==> src/hw/rtl/bta_ram.sv <==
`default_nettype none

module bta_ram #(
   parameter int WIDTH = 8,
   parameter int DEPTH = 16
) (
   input  wire logic                     clock,
   input  wire logic                     wr_en,
   input  wire logic [$clog2(DEPTH)-1:0] wr_addr,
   input  wire logic [WIDTH-1:0]         wr_data,
   input  wire logic                     rd_en,
   input  wire logic [$clog2(DEPTH)-1:0] rd_addr,
   output logic      [WIDTH-1:0]         rd_data
);

   logic [WIDTH-1:0] mem [DEPTH];

   // One write and one registered read per cycle
   always_ff @(posedge clock) begin
      if (wr_en) begin
         mem[wr_addr] <= wr_data;
      end
      if (rd_en) begin
         rd_data <= mem[rd_addr];
      end
   end

endmodule

`default_nettype wire

==> config.mk <==
export PLATFORM = sky130hd
export DESIGN_NAME = bta_ram
export DESIGN_NICKNAME = d
export VERILOG_FILES = /design/src/hw/rtl/bta_ram.sv
export SDC_FILE = /design/constraint.sdc
export NUM_CORES = 1
export LEC_CHECK = 0
export ABC_CLOCK_PERIOD_IN_PS = 2250
export BUFFER_PORTS_ARGS = -buffer_cell sky130_fd_sc_hd__buf_4
export CAP_MARGIN = 40
export CORE_MARGIN = 2
export CORE_UTILIZATION = 40
export DETAILED_ROUTE_END_ITERATION = 10
export GPL_ROUTABILITY_DRIVEN = 0
export PLACE_DENSITY_LB_ADDON = 0.2
export SLEW_MARGIN = 10
export SYNTH_ARGS = -nofsm -noshare
export SYNTH_HDL_FRONTEND = slang
export SYNTH_SLANG_ARGS = --single-unit
==> constraint.sdc <==
create_clock -name clock -period 2.25 [get_ports clock]
set_input_delay 0.1125 -clock clock [delete_from_list [all_inputs] [get_ports clock]]
set_output_delay 0.1125 -clock clock [all_outputs]
set_load 0.03 [all_outputs]
==> impl_results.md <==
* Status: finished, violations left
* Violated checks: negative hold slack
* Clock tree sinks at 136
* DRC at 0
* Initial Util at 41.26%
* Crit-path cells: mux4_1, a22oi_1, nand2_1
* Synth unique cells at 18
* Die Span X at 118.3 µm
* Mapped Nets at 248
* Vias in the first global route at 2,551
* Nets at 305
* Cell Rows at 41
* Via count at 2,442
* Crit path max-delay cell type: mux4_1
* Fraction of layout cells with a size suffix above 1 at 32.11%
* Port Buffers at 26
* Min-Delay Path Class: input port to flop
* Max rail drop VDD at 0.6035 mV
* Commonest non-fill, non-tap cell in the layout: edfxtp_1
* ANT nets after route at 0
* CP startpoint kind: flop
* I/O pin count at 27
* Crit path kind: flop to flop
* CTS tree: yes
* Worst-case clock buffer depth at 2
* Clock-pin slew on the worst setup and hold paths at 0.05 ns
* Yosys warns at 0
* CP Capture Type: flop
* Avg Vias per Cell at 5.185
* Chip Height at 118.3 µm
* Register area share after synthesis at 78.12%
* CTS buffer count at 17
* Hpwl dp at 6491 µm
* Iteration-0 DRC Markers at 236
* FF+latch count, synth at 136
* Max FO, Critical Path at 1
* Syn Inst Count at 229
* Final Total Pwr at 6.454 mW
* Clock root cell: clkbuf_16
* Fmax at 666.6 MHz
* H-tree depth at 4
* Ant diodes at 0
* First-pass GRT wire length at 16,150 µm
* Tmin final at 1.500 ns
* Die area at 0.01400 mm²
* Setup TNS at 0 ns
* DP Cell Count at 437
* Final setup violation count at 0
* MaxCap Viol Count at 0
* Latest clock arrival within the worst-skew pair at 0.41 ns
* Final worst path period share at 66.67%
* WHS at -0.0003320 ns
* Top-area cell type share of the netlist area at 78.12%
* Grt total ovfl at 0
* Cell Area, Synth at 0.005228 mm²
* Top post-synthesis cells by area: edfxtp_1 (78%), mux4_2 (7.8%), mux4_1 (7.0%)
* Worst EP arrival at 1.66 ns
* Routed WL at 10,430 µm
* Pwr Density at 1002 mW/mm²
* Pins Over Slew Limit at 0
* Commonest non-fill, non-tap cells in the layout: edfxtp_1 (136), buf_4 (45), mux4_2 (18)
* Tightest Pin Transition at 0.4852 ns
* Largest area contributor in the netlist: edfxtp_1
* Fin cells at 471
* Number of antenna violations at the first check in global routing at 0
* GR Util All Layers at 16.43%
* Average size of a mapped cell at 22.83 µm²
* Post-DR wirelength/cell at 22.15 µm
* Hold Fails Final Rpt at 1
* Rel. slew slack at 67.65%
* Final Skew at 0.004657 ns
* Critical Path RT at 2.41 ns
* RSZ-0062 raised after global routing: false
* CP max stage delay at 0.56 ns
* Pre-Repair DR Iteration Count at 4
* Core area at 0.01267 mm²
* Cts repair resizes at 0
* Largest net degree at the start of global routing at 33
* Area grow syn2layout at 23.17%
* Leak pwr at 2.190 nW
power by group:
group          switching [mW]  leakage (nW)  internal, mW  total (mW)
clock                   0.995         0.340          2.29        3.28
combinational           0.172         0.614         0.129       0.302
sequential             0.0155          1.24          2.86        2.87
total                    1.18          2.19          5.27        6.45
cell usage after synthesis (all sizes together):
cell type,number
edfxtp,136
mux4,32
a22oi,16
nor2,13
nand2,9
buf,7
nor3,4
clkdlybuf4s25,3
nand2b,2
nand3b,2
and2,1
and2b,1
nand3,1
nor2b,1
or3b,1
through the flow:
step	worst slack, ns	utilization [%]	cell area (µm²)
2_1_floorplan	0.6446	-	5228
3_3_place_gp	0.6070	45.10	5714
3_5_place_dp	0.5925	45.10	5714
4_1_cts	0.7549	50.81	6439
5_1_grt	0.7239	50.81	6439
6_report	0.7499	50.81	6439
registers in the layout (all words and copies together), names as in the netlist:
signal and cells:
rd_data 8, mem 128
layer usage:
layer,share of wire [%],vias up,GRT usage (%)
li1,-,1094,-
met1,46,1264,23.02
met4,1.8,0,7.530
met3,4.8,14,4.199
met2,47,70,24.24
met5,0,-,0
critical path, delay by kind of cell, from the launching register on:
family | cells | cell delay [ns]
AOI/OAI and AO/OA | 1 | 0.22
DFF | 1 | 0.38
muxes | 1 | 0.56
and+or+nand+nor | 1 | 0.08
worst paths after layout:
check	end	from	cells after the start	slack, ns
worst max-delay path	rd_data[3]	mem[1][3]	3	0.75
worst min-delay path	mem[12][7]	wr_data[7]	1	-0.0003
worst max register to register	rd_data[3]	mem[1][3]	3	0.75
worst min register to register	rd_data[5]	mem[15][5]	3	0.75
cell type report:
class / instances / area, µm²
fill: 1011 / 6232
sequential: 136 / 4084
multi-input combinational: 83 / 1057
clock buffer: 17 / 425.4
timing repair buffer: 48 / 377.9
clock inverter: 15 / 279.0
tap: 172 / 215.2
logic make-up after synthesis:
logic type      count (synthesis)  share of synthesized area (%)
mux                            32                          14.79
flops                         136                          78.12
buf+inv                        10                          1.651
simple gates                   35                          3.136
compound gates                 16                          2.298
timing repair:
action | CTS | global route
buffers inserted | 0 | 0
hold endpoints to repair | 17 | 0
hold buffers | 2 | 0
Note: power is estimated with default switching activity, not from simulation.
